### src/sv/pf2rgb_pkg.sv
// Shared types, constants and elaboration-time tables for the pixel format to RGB8 converter.
package pf2rgb_pkg;

   localparam int NumLanes      = 3;
   localparam int NumSearch     = 8;
   localparam int NumStages     = NumSearch + 2;
   localparam int CsrIndexWidth = 8;
   localparam int CsrDataWidth  = 32;

   localparam logic [CsrIndexWidth-1:0] CsrPixelFormat = CsrIndexWidth'(0);
   localparam logic [CsrIndexWidth-1:0] CsrLinearInput = CsrIndexWidth'(1);

   localparam logic [31:0] OneBits       = 32'h3F80_0000;
   localparam logic [31:0] PowFloorBits  = 32'h3B00_0000;
   localparam int unsigned FirstPowLevel = 11;
   localparam int unsigned PowNumBase    = 28050;
   localparam int unsigned PowDen        = 538050;
   localparam int unsigned LinScale      = 32946;

   typedef enum logic [2:0] {
      FMT_GRAY8       = 3'd0,
      FMT_RGB8        = 3'd1,
      FMT_RGBA8       = 3'd2,
      FMT_BGRA8       = 3'd3,
      FMT_GRAYF32     = 3'd4,
      FMT_RGBF32      = 3'd5,
      FMT_RGBAF32     = 3'd6,
      FMT_UNSUPPORTED = 3'd7
   } fmt_code_type;

   typedef enum logic [2:0] {
      KIND_ZERO,
      KIND_BYTE,
      KIND_BYTE_LIN,
      KIND_FLOAT,
      KIND_FLOAT_LIN
   } lane_kind_type;

   typedef enum logic [1:0] {
      LANE_DONE,
      LANE_ROUND,
      LANE_SHIFT,
      LANE_SEARCH
   } lane_mode_type;

   typedef struct packed {
      logic [31:0] first_channel;
      logic [31:0] second_channel;
      logic [31:0] third_channel;
   } pixel_in_type;

   typedef struct packed {
      logic [7:0] red_out;
      logic [7:0] green_out;
      logic [7:0] blue_out;
      logic       format_error;
   } pixel_out_type;

   typedef struct packed {
      lane_kind_type kind;
      logic [31:0]   value;
   } lane_in_type;

   // work: float bits, product or rounded product; expo: exponent, then shift count
   typedef struct packed {
      lane_mode_type mode;
      logic [31:0]   work;
      logic [7:0]    expo;
      logic [7:0]    idx;
   } lane_state_type;

   typedef struct packed {
      logic [NumStages-1:0] stage_en;
      logic                 in_stall;
      logic                 out_valid;
   } pipe_ctrl_type;

   typedef logic [255:0][30:0] level_thr_type;
   typedef logic [255:0][7:0]  byte_enc_type;

   // 255*S(x) >= k - 1/2, exact, with x given by its float bits
   function automatic logic pf_level_reached(logic [31:0] bits, int unsigned k);
      logic [511:0] lhs;
      logic [511:0] rhs;
      logic [23:0]  m;
      logic [31:0]  a;
      int           s;
      int           i;
      if (bits[30:23] == 8'd0) begin
         m = {1'b0, bits[22:0]};
         s = 149;
      end else begin
         m = {1'b1, bits[22:0]};
         s = 150 - int'(bits[30:23]);
      end
      if (k < FirstPowLevel) begin
         lhs = 512'(m) * 512'(LinScale);
         rhs = 512'(5 * (2 * k - 1)) << s;
      end else begin
         if (bits < PowFloorBits) return 1'b0;
         a   = 32'(1000 * (2 * k - 1) + PowNumBase);
         lhs = 512'd1;
         for (i = 0; i < 5; i++) lhs = lhs * 512'(m);
         for (i = 0; i < 12; i++) lhs = lhs * 512'(PowDen);
         rhs = 512'd1;
         for (i = 0; i < 12; i++) rhs = rhs * 512'(a);
         rhs = rhs << (5 * s);
      end
      return lhs >= rhs;
   endfunction

   function automatic level_thr_type pf_build_thr();
      level_thr_type thr;
      int unsigned   k;
      logic [31:0]   lo;
      logic [31:0]   hi;
      logic [31:0]   mid;
      thr = '0;
      for (k = 1; k < 256; k++) begin
         lo = 32'd1;
         hi = OneBits;
         while (lo < hi) begin
            mid = lo + ((hi - lo) >> 1);
            if (pf_level_reached(mid, k)) hi = mid;
            else lo = mid + 32'd1;
         end
         thr[k] = lo[30:0];
      end
      return thr;
   endfunction

   // nearest binary32 of b/255
   function automatic logic [31:0] pf_byte_to_float(logic [7:0] b);
      logic [63:0] num;
      logic [63:0] q;
      logic [63:0] r;
      int          s;
      if (b == 8'd0) return 32'd0;
      s   = 23;
      num = 64'(b) << s;
      q   = num / 255;
      r   = num % 255;
      while (q < 64'h80_0000 && s < 40) begin
         s   = s + 1;
         num = 64'(b) << s;
         q   = num / 255;
         r   = num % 255;
      end
      if (2 * r > 64'd255) q = q + 64'd1;
      if (q >= 64'h100_0000) begin
         q = 64'h80_0000;
         s = s - 1;
      end
      return (32'(150 - s) << 23) | (q[31:0] & 32'h007F_FFFF);
   endfunction

   function automatic byte_enc_type pf_build_byte_enc(level_thr_type thr);
      byte_enc_type enc;
      logic [31:0]  fbits;
      int unsigned  b;
      int unsigned  k;
      logic [8:0]   n;
      enc = '0;
      for (b = 1; b < 256; b++) begin
         fbits = pf_byte_to_float(8'(b));
         n     = 9'd0;
         for (k = 1; k < 256; k++)
            if (fbits >= {1'b0, thr[k]}) n = n + 9'd1;
         enc[b] = n[7:0];
      end
      return enc;
   endfunction

   localparam level_thr_type LevelThr = pf_build_thr();
   localparam byte_enc_type  ByteEnc  = pf_build_byte_enc(LevelThr);

endpackage

### src/sv/pf2rgb_pipe_ctrl.sv
// Pipeline valid bits and per-stage advance enables with bubble squeezing.
module pf2rgb_pipe_ctrl (
   input  logic                      clock,
   input  logic                      reset,
   input  logic                      in_valid,
   input  logic                      out_stall,
   output pf2rgb_pkg::pipe_ctrl_type ctrl
);
   import pf2rgb_pkg::*;

   logic [NumStages-1:0] valid_ff;
   logic [NumStages-1:0] valid_in;
   logic [NumStages-1:0] adv;

   always_comb begin
      adv[NumStages-1] = !valid_ff[NumStages-1] || !out_stall;
      for (int i = NumStages - 2; i >= 0; i--) begin
         adv[i] = !valid_ff[i] || adv[i+1];
      end
      valid_in[0] = adv[0] ? in_valid : valid_ff[0];
      for (int i = 1; i < NumStages; i++) begin
         valid_in[i] = adv[i] ? valid_ff[i-1] : valid_ff[i];
      end
      ctrl.stage_en  = adv;
      ctrl.in_stall  = !adv[0];
      ctrl.out_valid = valid_ff[NumStages-1];
   end

   always_ff @(posedge clock) begin
      if (reset) begin
         valid_ff <= '0;
      end else begin
         valid_ff <= valid_in;
      end
   end

endmodule

### config.mk
export PLATFORM = sky130hd
export DESIGN_NAME = pf2rgb_pipe_ctrl
export DESIGN_NICKNAME = d
export VERILOG_FILES = /design/src/sv/pf2rgb_pkg.sv /design/src/sv/pf2rgb_pipe_ctrl.sv
export SDC_FILE = /design/constraint.sdc
export NUM_CORES = 1
export LEC_CHECK = 0
export BUFFER_PORTS_ARGS = -buffer_cell sky130_fd_sc_hd__buf_2
export CORE_AREA = 3 3 40 42
export CTS_CLUSTER_SIZE = 12
export DETAILED_ROUTE_END_ITERATION = 7
export DIE_AREA = 0 0 43 45
export SLEW_MARGIN = 0
export SYNTH_ARGS = -nofsm -noshare
export SYNTH_HDL_FRONTEND = slang
export SYNTH_SLANG_ARGS = --single-unit
export TNS_END_PERCENT = 10
### constraint.sdc
create_clock -name clock -period 1.8 [get_ports clock]
set_input_delay 0 -clock clock [delete_from_list [all_inputs] [get_ports clock]]
set_output_delay 0 -clock clock [all_outputs]
set_load 0.005 [all_outputs]
==> flow_metrics.tcl <==
set metrics [dict create \
    post-route-min-period_ns 1.59 \
    drive_gt1_frac 0.328 \
    fillerInstances 141 \
    relSlewSlack 0.770 \
    grt_use_total 0.0886 \
    ys_types 17 \
    critPathSlowestCell "and4_1" \
    place_ws_ns 0.487 \
    crit_arrival_ns 1.59 \
    timing.reg2reg.setup_slack_ns 0.54 \
    worstReg2RegStart "valid_ff[9]" \
    hold_class "input pin to flop" \
    core_mm2 0.00128 \
    cts_buffer_depth 2 \
    start_kind "flop" \
    cts_sinks 10 \
    path_clk_slew_ns 0.07 \
    synthCells 48 \
    cap_violations 0 \
    finClkSkew_ns 0.00117 \
    worstMarginPinSlew_ns 0.345 \
    vias_per_cell 4.52 \
    syn2layout_area_growth_pct 26.3 \
    cts_htree_levels 1 \
    max_freq_ghz 0.630 \
    power_density_mw_per_mm2 833 \
    fin_ws_ns 0.212 \
    peakVddDrop_v 0.000312 \
    power_mw 0.440 \
    die_x_um 43 \
    fin_tns_setup_ns 0 \
    crit_fanout 9 \
    ys_seq_area_frac 0.479 \
    regMostFlops "valid_ff" \
    final_cell_mix "15 x buf_2, 10 x dfxtp_1, 8 x a21oi_1" \
    r2r_cells 3 \
    rows 13 \
    dr.pass1.iters 4 \
    fp.dieH_um 45 \
    min-delay-start "out_stall" \
    post-dp-hpwl_um 590 \
    vias 357 \
    cts_resized 0 \
    ys_ff_latch 10 \
    ant_nets 0 \
    min_to "valid_ff[9]" \
    r2r_end "valid_ff[0]" \
    syn_avg_cell_area_um2 8.71 \
    crit_path_max_incr_delay_ns 0.41 \
    antenna_cells 0 \
    p_leak_nw 0.212 \
    largest_register_ffs 10 \
    criticalPathCategory "flop to output pin" \
    synth_warnings 0 \
    grt_max_degree 12 \
    drt_iter0_drc 4 \
    drv_slew 0 \
    clkLatencyLatePin_ns 0.26 \
    holdPathStages 3 \
    rsz0062_at_grt "no" \
    grt_pass1_vias 303 \
    final_common_cell "buf_2" \
    root_buffer "clkbuf_4" \
    wl_um 777 \
    status "completed" \
    finalHoldViolations 0 \
    fin_crit_sh 0.882 \
    final_net_count 69 \
    top_level_ports 16 \
    start_util 0.325 \
    numPortBuffers 15 \
    postCtsSetupBuffers 0 \
    crit_chain "and4_1, nand4_4, or2_1, buf_2" \
    end_kind "output pin" \
    drc 0 \
    die-area_mm2 0.00194 \
    cts_hold_buf 1 \
    post_drt_wl_per_cell_um 9.84 \
    reg_top3 "valid_ff x10" \
    synth_area_um2 418 \
    antenna_found_initial 0 \
    gp_congestion 0.711 \
    grt_pass1_wl_um 1220 \
    cts_tree "yes" \
    setup_viol 0 \
    numCtsBuffers 3 \
    grt-ovfl-total 0 \
    setup.worst_path.start "valid_ff[9]" \
    critical_path_required_ns 1.80 \
    syn-num-nets 52 \
]
-- per-layer routing --
metal | vias up | routed length [um] | GRT usage
met5 | - | 0 | 0
met4 | 0 | 10 | 0.0904
met3 | 2 | 58 | 0.0279
met2 | 13 | 371 | 0.129
met1 | 152 | 336 | 0.100
li1 | 190 | - | -
-- kinds of logic after synthesis --
| kind of cell | after synthesis | share of synthesized area |
|---|---|---|
| AO/OA/AOI/OAI | 9 | 0.126 |
| buffers and inverters | 11 | 0.135 |
| flip-flops | 10 | 0.479 |
| AND/OR/NAND/NOR | 18 | 0.261 |
-- cells in the mapped netlist --
cell | count | area [um^2]
a21oi_1 | 8 | 40.0
inv_1 | 7 | 26.3
nand2b_1 | 1 | 6.26
buf_6 | 1 | 11.3
and3_1 | 1 | 6.26
nand4_4 | 1 | 21.3
clkbuf_1 | 1 | 3.75
and2_1 | 1 | 6.26
o31ai_2 | 1 | 12.5
nand3_1 | 3 | 15.0
nand2_1 | 2 | 7.51
and4_1 | 1 | 8.76
or2_1 | 1 | 6.26
nor2_1 | 5 | 18.8
dfxtp_1 | 10 | 200
nand4_1 | 2 | 12.5
buf_4 | 2 | 15.0
-- layout make-up --
| class | count | area, um^2 | area share |
|---|---|---|---|
| clock buffer | 4 | 36.3 | 0.0687 |
| timing repair buffer | 16 | 85.1 | 0.161 |
| inverter | 7 | 26.3 | 0.0498 |
| multi-input combinational | 27 | 161 | 0.306 |
| sequential | 10 | 200 | 0.379 |
| tap | 15 | 18.8 | 0.0355 |
-- through the flow --
step                cells   util  cell area, um^2  hold slack (ns)
floorplan              48      -              418           0.0454
global placement       74  0.375              482            0.218
detailed placement     74  0.375              482            0.242
CTS                    79  0.411              528          0.00195
global route           79  0.411              528           0.0485
finish                 79  0.411              528          0.00931
-- report_power, final --
part	internal (mW)	switching, mW	total, mW	leakage [nW]
logic	0.00630	0.00841	0.0147	0.110
clock network	0.123	0.0761	0.199	0.0210
registers	0.225	0.00163	0.226	0.0811
total	0.354	0.0862	0.440	0.212
-- worst max path at each step --
stage                        endpoint  cells past startpoint
final                         ctrl[2]                      4
after global routing          ctrl[2]                      4
after CTS                     ctrl[2]                      4
after detailed placement      ctrl[2]                      4
after global placement        ctrl[2]                      4
after floorplan           valid_ff[0]                      4
-- critical path, delay by kind of cell (launching register included) --
| family | cells | cell delay (ns) |
|---|---|---|
| buf+inv | 1 | 0.12 |
| flops | 1 | 0.37 |
| simple gates | 3 | 0.83 |
No activity file was read; power rests on OpenSTA's default activity.
