`src/sv/pf2rgb_pkg.sv`:
```
// Shared types, constants and elaboration-time tables for the pixel format to RGB8 converter.
package pf2rgb_pkg;

   localparam int NumLanes      = 3;
   localparam int NumSearch     = 8;
   localparam int NumStages     = NumSearch + 2;
   localparam int CsrIndexWidth = 8;
   localparam int CsrDataWidth  = 32;

   localparam logic [CsrIndexWidth-1:0] CsrPixelFormat = CsrIndexWidth'(0);
   localparam logic [CsrIndexWidth-1:0] CsrLinearInput = CsrIndexWidth'(1);

   localparam logic [31:0] OneBits       = 32'h3F80_0000;
   localparam logic [31:0] PowFloorBits  = 32'h3B00_0000;
   localparam int unsigned FirstPowLevel = 11;
   localparam int unsigned PowNumBase    = 28050;
   localparam int unsigned PowDen        = 538050;
   localparam int unsigned LinScale      = 32946;

   typedef enum logic [2:0] {
      FMT_GRAY8       = 3'd0,
      FMT_RGB8        = 3'd1,
      FMT_RGBA8       = 3'd2,
      FMT_BGRA8       = 3'd3,
      FMT_GRAYF32     = 3'd4,
      FMT_RGBF32      = 3'd5,
      FMT_RGBAF32     = 3'd6,
      FMT_UNSUPPORTED = 3'd7
   } fmt_code_type;

   typedef enum logic [2:0] {
      KIND_ZERO,
      KIND_BYTE,
      KIND_BYTE_LIN,
      KIND_FLOAT,
      KIND_FLOAT_LIN
   } lane_kind_type;

   typedef enum logic [1:0] {
      LANE_DONE,
      LANE_ROUND,
      LANE_SHIFT,
      LANE_SEARCH
   } lane_mode_type;

   typedef struct packed {
      logic [31:0] first_channel;
      logic [31:0] second_channel;
      logic [31:0] third_channel;
   } pixel_in_type;

   typedef struct packed {
      logic [7:0] red_out;
      logic [7:0] green_out;
      logic [7:0] blue_out;
      logic       format_error;
   } pixel_out_type;

   typedef struct packed {
      lane_kind_type kind;
      logic [31:0]   value;
   } lane_in_type;

   // work: float bits, product or rounded product; expo: exponent, then shift count
   typedef struct packed {
      lane_mode_type mode;
      logic [31:0]   work;
      logic [7:0]    expo;
      logic [7:0]    idx;
   } lane_state_type;

   typedef struct packed {
      logic [NumStages-1:0] stage_en;
      logic                 in_stall;
      logic                 out_valid;
   } pipe_ctrl_type;

   typedef logic [255:0][30:0] level_thr_type;
   typedef logic [255:0][7:0]  byte_enc_type;

   // 255*S(x) >= k - 1/2, exact, with x given by its float bits
   function automatic logic pf_level_reached(logic [31:0] bits, int unsigned k);
      logic [511:0] lhs;
      logic [511:0] rhs;
      logic [23:0]  m;
      logic [31:0]  a;
      int           s;
      int           i;
      if (bits[30:23] == 8'd0) begin
         m = {1'b0, bits[22:0]};
         s = 149;
      end else begin
         m = {1'b1, bits[22:0]};
         s = 150 - int'(bits[30:23]);
      end
      if (k < FirstPowLevel) begin
         lhs = 512'(m) * 512'(LinScale);
         rhs = 512'(5 * (2 * k - 1)) << s;
      end else begin
         if (bits < PowFloorBits) return 1'b0;
         a   = 32'(1000 * (2 * k - 1) + PowNumBase);
         lhs = 512'd1;
         for (i = 0; i < 5; i++) lhs = lhs * 512'(m);
         for (i = 0; i < 12; i++) lhs = lhs * 512'(PowDen);
         rhs = 512'd1;
         for (i = 0; i < 12; i++) rhs = rhs * 512'(a);
         rhs = rhs << (5 * s);
      end
      return lhs >= rhs;
   endfunction

   function automatic level_thr_type pf_build_thr();
      level_thr_type thr;
      int unsigned   k;
      logic [31:0]   lo;
      logic [31:0]   hi;
      logic [31:0]   mid;
      thr = '0;
      for (k = 1; k < 256; k++) begin
         lo = 32'd1;
         hi = OneBits;
         while (lo < hi) begin
            mid = lo + ((hi - lo) >> 1);
            if (pf_level_reached(mid, k)) hi = mid;
            else lo = mid + 32'd1;
         end
         thr[k] = lo[30:0];
      end
      return thr;
   endfunction

   // nearest binary32 of b/255
   function automatic logic [31:0] pf_byte_to_float(logic [7:0] b);
      logic [63:0] num;
      logic [63:0] q;
      logic [63:0] r;
      int          s;
      if (b == 8'd0) return 32'd0;
      s   = 23;
      num = 64'(b) << s;
      q   = num / 255;
      r   = num % 255;
      while (q < 64'h80_0000 && s < 40) begin
         s   = s + 1;
         num = 64'(b) << s;
         q   = num / 255;
         r   = num % 255;
      end
      if (2 * r > 64'd255) q = q + 64'd1;
      if (q >= 64'h100_0000) begin
         q = 64'h80_0000;
         s = s - 1;
      end
      return (32'(150 - s) << 23) | (q[31:0] & 32'h007F_FFFF);
   endfunction

   function automatic byte_enc_type pf_build_byte_enc(level_thr_type thr);
      byte_enc_type enc;
      logic [31:0]  fbits;
      int unsigned  b;
      int unsigned  k;
      logic [8:0]   n;
      enc = '0;
      for (b = 1; b < 256; b++) begin
         fbits = pf_byte_to_float(8'(b));
         n     = 9'd0;
         for (k = 1; k < 256; k++)
            if (fbits >= {1'b0, thr[k]}) n = n + 9'd1;
         enc[b] = n[7:0];
      end
      return enc;
   endfunction

   localparam level_thr_type LevelThr = pf_build_thr();
   localparam byte_enc_type  ByteEnc  = pf_build_byte_enc(LevelThr);

endpackage

```
`src/sv/pf2rgb_lane.sv`:
```
// One color lane: special-value screen, float scaling and sRGB level search.
module pf2rgb_lane (
   input  logic                          clock,
   input  logic [pf2rgb_pkg::NumSearch:0] lane_en,
   input  pf2rgb_pkg::lane_in_type       lane_in,
   output logic [7:0]                    result
);
   import pf2rgb_pkg::*;

   lane_state_type stage_ff [NumSearch+1];
   lane_state_type stage_in [NumSearch+1];
   logic [31:0]    product;

   // prep stage: byte paths finish here, floats get screened
   always_comb begin
      product = {8'd0, 1'b1, lane_in.value[22:0]} * 32'd255;
      stage_in[0].mode = LANE_DONE;
      stage_in[0].work = lane_in.value;
      stage_in[0].expo = lane_in.value[30:23];
      stage_in[0].idx  = 8'd0;
      unique case (lane_in.kind)
         KIND_ZERO: ;
         KIND_BYTE:     stage_in[0].idx = lane_in.value[7:0];
         KIND_BYTE_LIN: stage_in[0].idx = ByteEnc[lane_in.value[7:0]];
         KIND_FLOAT, KIND_FLOAT_LIN: begin
            if (lane_in.value[31] || lane_in.value[30:23] == 8'hFF ||
                lane_in.value == 32'd0) begin
               stage_in[0].idx = 8'd0;
            end else if (lane_in.value > OneBits) begin
               stage_in[0].idx = 8'd255;
            end else if (lane_in.kind == KIND_FLOAT_LIN) begin
               stage_in[0].mode = LANE_SEARCH;
            end else if (lane_in.value[30:23] != 8'd0) begin
               // subnormals scale to well under half a level
               stage_in[0].mode = LANE_ROUND;
               stage_in[0].work = product;
            end
         end
         default: ;
      endcase
   end

   for (genvar g = 1; g <= NumSearch; g++) begin : g_step
      localparam logic [7:0] Probe = 8'(1 << (NumSearch - g));

      logic [7:0]  cand;
      logic        sh8;
      logic [23:0] kept;
      logic [7:0]  low;
      logic [7:0]  half;
      logic        rnd_up;
      logic [24:0] p25;
      logic [7:0]  n_val;
      logic [40:0] sum;
      logic [40:0] shifted;

      always_comb begin
         cand    = stage_ff[g-1].idx | Probe;
         sh8     = stage_ff[g-1].work[31];
         kept    = sh8 ? stage_ff[g-1].work[31:8] : stage_ff[g-1].work[30:7];
         low     = sh8 ? stage_ff[g-1].work[7:0] : {1'b0, stage_ff[g-1].work[6:0]};
         half    = sh8 ? 8'h80 : 8'h40;
         rnd_up  = (low > half) || (low == half && kept[0]);
         p25     = {1'b0, kept} + 25'(rnd_up);
         n_val   = 8'd150 - stage_ff[g-1].expo - (sh8 ? 8'd8 : 8'd7);
         sum     = 41'(stage_ff[g-1].work[24:0]) + (41'd1 << (stage_ff[g-1].expo - 8'd1));
         shifted = sum >> stage_ff[g-1].expo;
         stage_in[g] = stage_ff[g-1];
         unique case (stage_ff[g-1].mode)
            LANE_DONE: ;
            LANE_ROUND: begin
               // product rounded to 24 significant bits, ties to even
               if (g == 1) begin
                  if (n_val >= 8'd40) begin
                     stage_in[g].mode = LANE_DONE;
                     stage_in[g].idx  = 8'd0;
                  end else begin
                     stage_in[g].mode = LANE_SHIFT;
                     stage_in[g].work = 32'(p25);
                     stage_in[g].expo = n_val;
                  end
               end
            end
            LANE_SHIFT: begin
               if (g == 2) begin
                  stage_in[g].mode = LANE_DONE;
                  stage_in[g].idx  = (shifted > 41'd255) ? 8'd255 : shifted[7:0];
               end
            end
            LANE_SEARCH: begin
               if ({1'b0, LevelThr[cand]} <= stage_ff[g-1].work) stage_in[g].idx = cand;
               if (g == NumSearch) stage_in[g].mode = LANE_DONE;
            end
            default: ;
         endcase
      end
   end

   always_ff @(posedge clock) begin
      for (int j = 0; j <= NumSearch; j++) begin
         if (lane_en[j]) stage_ff[j] <= stage_in[j];
      end
   end

   assign result = stage_ff[NumSearch].idx;

endmodule

```
`config.mk`:
```
export PLATFORM = sky130hd
export DESIGN_NAME = pf2rgb_lane
export DESIGN_NICKNAME = d
export VERILOG_FILES = /design/src/sv/pf2rgb_pkg.sv /design/src/sv/pf2rgb_lane.sv
export SDC_FILE = /design/constraint.sdc
export NUM_CORES = 2
export LEC_CHECK = 0
export BUFFER_PORTS_ARGS = -buffer_cell sky130_fd_sc_hd__buf_2
export CAP_MARGIN = 20
export CORE_UTILIZATION = 37
export DETAILED_ROUTE_END_ITERATION = 6
export GPL_TIMING_DRIVEN = 0
export PLACE_DENSITY = 0.51
export REMOVE_ABC_BUFFERS = 1
export SLEW_MARGIN = 5
export SYNTH_ARGS = -nofsm -noshare
export SYNTH_HDL_FRONTEND = slang
export SYNTH_SLANG_ARGS = --single-unit
```
`constraint.sdc`:
```
create_clock -name clock -period 15.2 [get_ports clock]
set_input_delay 3.8 -clock clock [delete_from_list [all_inputs] [get_ports clock]]
set_output_delay 3.8 -clock clock [all_outputs]
set_load 0.01 [all_outputs]
```
==> key figures <==
Run status
  • Status: complete, but fails checks
  • Failing checks: design-rule violations

Setup path
  • Crit path capture type: flip-flop
  • CP bufs+invs: 5
  • Startpoint Class: primary input
  • Worst setup path category: in -> reg
  • Worst EP arrival: 9920 ps
  • CP peak stage delay: 690 ps
  • Critical path's top delay family: compound AO/OA/AOI/OAI gates
  • Worst Reg2Reg Path Length in Cells: 20
  • Internal reg-to-reg setup slack: 6540 ps
  • Critical R2R Launch: stage_ff[0][58]$_DFFE_PP_
  • Required @ worst endpoint: 15530 ps
  • Slowest CP cell: buf_2
  • Cell mode on critical path: inv_1
  • CP max FO: 44
  • Worst path cell trace: buf_2, inv_1, ha_1, ha_1, inv_1, fa_1, inv_1, ha_1, inv_1, fa_1, nor2b_1, o21ai_0, a21boi_0, o21ai_0, a31oi_1, o41ai_1, o211ai_1, a21oi_1, o21a_1, o21ai_0, xnor2_1, o31ai_1
  • Reg2reg end: stage_ff[0][106]$_DFFE_PP_

GRT
  • Grt met3 use: 0.0422
  • Vias in the first global route: 62700
  • Initial antenna violation count: 5
  • Met1 Usage GRT: 0.426
  • Largest net degree at the start of global routing: 65
  • Total GRT Usage: 0.329
  • Gr ovfl total: 0
  • Met2 Track Usage GR: 0.534
  • First-pass GRT wire length: 415000 µm
  • Busiest grt layer: met2

STA
  • Fin. Hold Viols: 0
  • Max Slew Vio Count: 0
  • Post-layout min period: 9590 ps
  • Period utilisation layout: 0.631
  • Final worst slack: 5610 ps
  • Rel. slew slack: 0.159
  • RSZ-0062 raised after global routing: no
  • Final Skew: 48.9 ps
  • Setup TNS: 0 ps
  • # setup viols final: 0
  • Worst slew pin tran: 1260 ps
  • Peak Freq: 104 MHz

Die
  • Ports: 53
  • Rows: 146
  • Die footprint: 0.163 mm²
  • Die W: 403 µm
  • Core area: 0.159 mm²
  • Starting utilization of the core area: 0.374
  • Die height: 403 µm

Logic synthesis
  • Post-synthesis mux area share: 0.0320
  • Adder-cell share of the synthesized area: 0.145
  • Cell taking the most area after synthesis: edfxtp_1
  • YS warnings: 0
  • Simple-gate area share of the yosys netlist: 0.203
  • Synth area leaders: edfxtp_1, ha_1, o21ai_0
  • Cell count after synthesis: 8375
  • Async SR Flop Fraction: 0
  • Compound-Gate Fraction of Synth Area: 0.345
  • Sequential fraction of the synthesis area: 0.181
  • Main flop type after synthesis: edfxtp_1
  • Number of synthesized flops with an enable pin: 360
  • Post-synthesis cell type count: 107
  • Syn avg cell area: 7.11 µm²
  • Register bit total from synthesis: 360
  • Mapped Area: 0.0596 mm²
  • Area share of the largest cell type after synthesis: 0.181
  • Synth Area in XOR/XNOR: 0.0151
  • Main combinational cell family by area after synthesis: compound AO/OA/AOI/OAI gates

Cells and area
  • Layout Nets: 8574
  • Biggest regs: stage_ff (360)
  • P&R area growth vs syn: 10.4%
  • Post-route cell area: 0.0658 mm²
  • Share of cells above drive strength 1: 0.0605
  • Post-layout utilization of the core: 0.413
  • Max reg flops: 360
  • Final cell count without fillers: 10100
  • Largest Register: stage_ff

Clocking
  • Resize count post-CTS: 0
  • CTS max path bufs: 3
  • Num Clock Sinks: 360
  • Worst-Skew Late Latency: 620 ps
  • TritonCTS Buffers: 44
  • Htree depth: 2
  • Clock Pin Slew Worst Setup and Hold Paths: 60 ps
  • CTS tree: built
  • Hold_buf cts: 0
  • CTS Root Cell: clkbuf_16
  • Post-CTS Setup Repair Bufs: 0

Placed design
  • Placed Area: 0.0641 mm²
  • Placer Congestion: 0.975
  • DP HPWL: 209000 µm
  • Post-placement cell count: 9996
  • Dpl ws: 4410 ps
  • # port buffers: 52

Drt
  • Routed Antenna Nets: 0
  • Total Wirelength: 281000 µm
  • # DRC: 1
  • First-pass DRT Iterations: 7
  • Wire length per cell: 27.8 µm
  • 1st-iter DRT viols: 10200
  • Vias per Instance: 6.71
  • Routed via count: 67700

Power
  • Pwr/cell area: 94.5 mW/mm²
  • Worst VDD drop: 88.9 µV
  • Leakage power: 25.4 nW

Hold path
  • Worst hold-check path type: reg -> reg
  • WHS Endpoint: stage_ff[0][395]$_DFFE_PP_
  • Hold Path Stages: 0
  • Hold path start: stage_ff[0][345]$_DFFE_PP_

Flow run
  • Max Cap Viol: 0
==> cells by family (layout without fill, tap and decap cells) <==
group | Yosys count | in the layout
AOI/OAI and AO/OA | 3258 | 3258
xor gates and xnor gates | 101 | 101
adders and majority gates | 624 | 624
buffers and inverters | 1231 | 792
DFF | 360 | 360
muxes | 116 | 116
other | 0 | 2
and+or+nand+nor | 2685 | 2685
==> final cells by class <==
type / count / area (µm²)
sequential: 360 / 10800
clock inverter: 28 / 319
tap: 2146 / 2690
timing repair buffer: 242 / 4960
fill: 16500 / 93300
antenna: 2 / 5.00
clock buffer: 49 / 1120
inverter: 473 / 1780
multi-input combinational: 6784 / 44100
==> cells in the mapped netlist, drive strengths merged (69+ instances only) <==
master  instances
inv           453
a311oi         83
fa            110
xnor2          69
edfxtp        360
nor3          263
o311ai        110
nand4          80
o21ai         945
ha            514
clkbuf        603
o211ai        169
a21o           88
buf           155
o22ai          84
o31ai          82
a21oi         858
nor2          774
nand2         895
nand3         247
a31oi         187
nor2b          93
nand2b         80
a211oi        181
==> power breakdown <==
part           internal [W]  leakage [nW]  switching, W
Clock              0.000609         0.692      0.000454
Combinational       0.00140          21.2       0.00240
Sequential          0.00120          3.52      0.000156
==> worst reg2reg max path, stage by stage (launching register included) <==
cell,delay (ps)
edfxtp_1,930
clkinv_1,820
ha_1,630
nor4b_1,220
a32o_1,290
o21ai_1,750
or2_2,350
nor2_1,60
ha_1,470
a21oi_1,440
o21ai_0,310
a21oi_1,260
nor2_1,60
a21o_1,160
o31a_1,280
o31ai_2,450
o21ai_1,270
a2111oi_0,600
o22ai_1,240
o21ai_2,520
a31oi_1,200
==> stage by stage <==
stage | hold slack, ps | power [W]
finish | 405 | 0.00621
global route | 416 | 0.00660
CTS | 406 | 0.00614
detailed placement | 434 | 0.00506
global placement | 434 | 0.00489
floorplan | 426 | 0.00370
==> worst max path at each step <==
stage	start	slack (ps)	cells past startpoint	to
2_1_floorplan	lane_in[2]	6630	17	stage_ff[0][47]$_DFFE_PP_
3_3_place_gp	stage_ff[0][254]$_DFFE_PP_	3370	18	stage_ff[0][302]$_DFFE_PP_
3_5_place_dp	lane_in[3]	4410	22	stage_ff[0][47]$_DFFE_PP_
4_1_cts	lane_in[3]	5030	22	stage_ff[0][47]$_DFFE_PP_
5_1_grt	lane_in[2]	5010	22	stage_ff[0][45]$_DFFE_PP_
6_report	lane_in[2]	5610	22	stage_ff[0][45]$_DFFE_PP_
==> cells in the final DEF (no fill, tap or decap), types with 49 or more instances in the layout <==
master    Yosys  routed
ha_1        514     514
fa_1        110     110
o22ai_1      84      84
nand2b_1     80      80
nor3_1      261     261
a21o_1       86      86
o31ai_1      80      80
nand4_1      80      80
or3_1        49      49
nand2_1     895     895
nand3_1     247     247
a31oi_1     186     186
o21a_1       58      58
a311oi_1     83      83
a21oi_1     854     854
o311ai_0    109     109
nor2_1      774     773
mux4_2       58      58
inv_1       448     442
o211ai_1    169     169
a211oi_1    179     179
nor2b_1      93      93
buf_2        20      53
xnor2_1      67      67
o221ai_1     54      54
buf_16        0     147
edfxtp_1    360     360
o21ai_0     930     930
==> layer usage <==
| layer | share of wire | vias to the layer above |
|---|---|---|
| met1 | 0.40 | 32400 |
| met2 | 0.45 | 4262 |
| met4 | 0.062 | 4 |
| met3 | 0.088 | 847 |
| met5 | 0.000082 | - |
| li1 | - | 30200 |
Note: power is estimated with default switching activity, not from simulation.
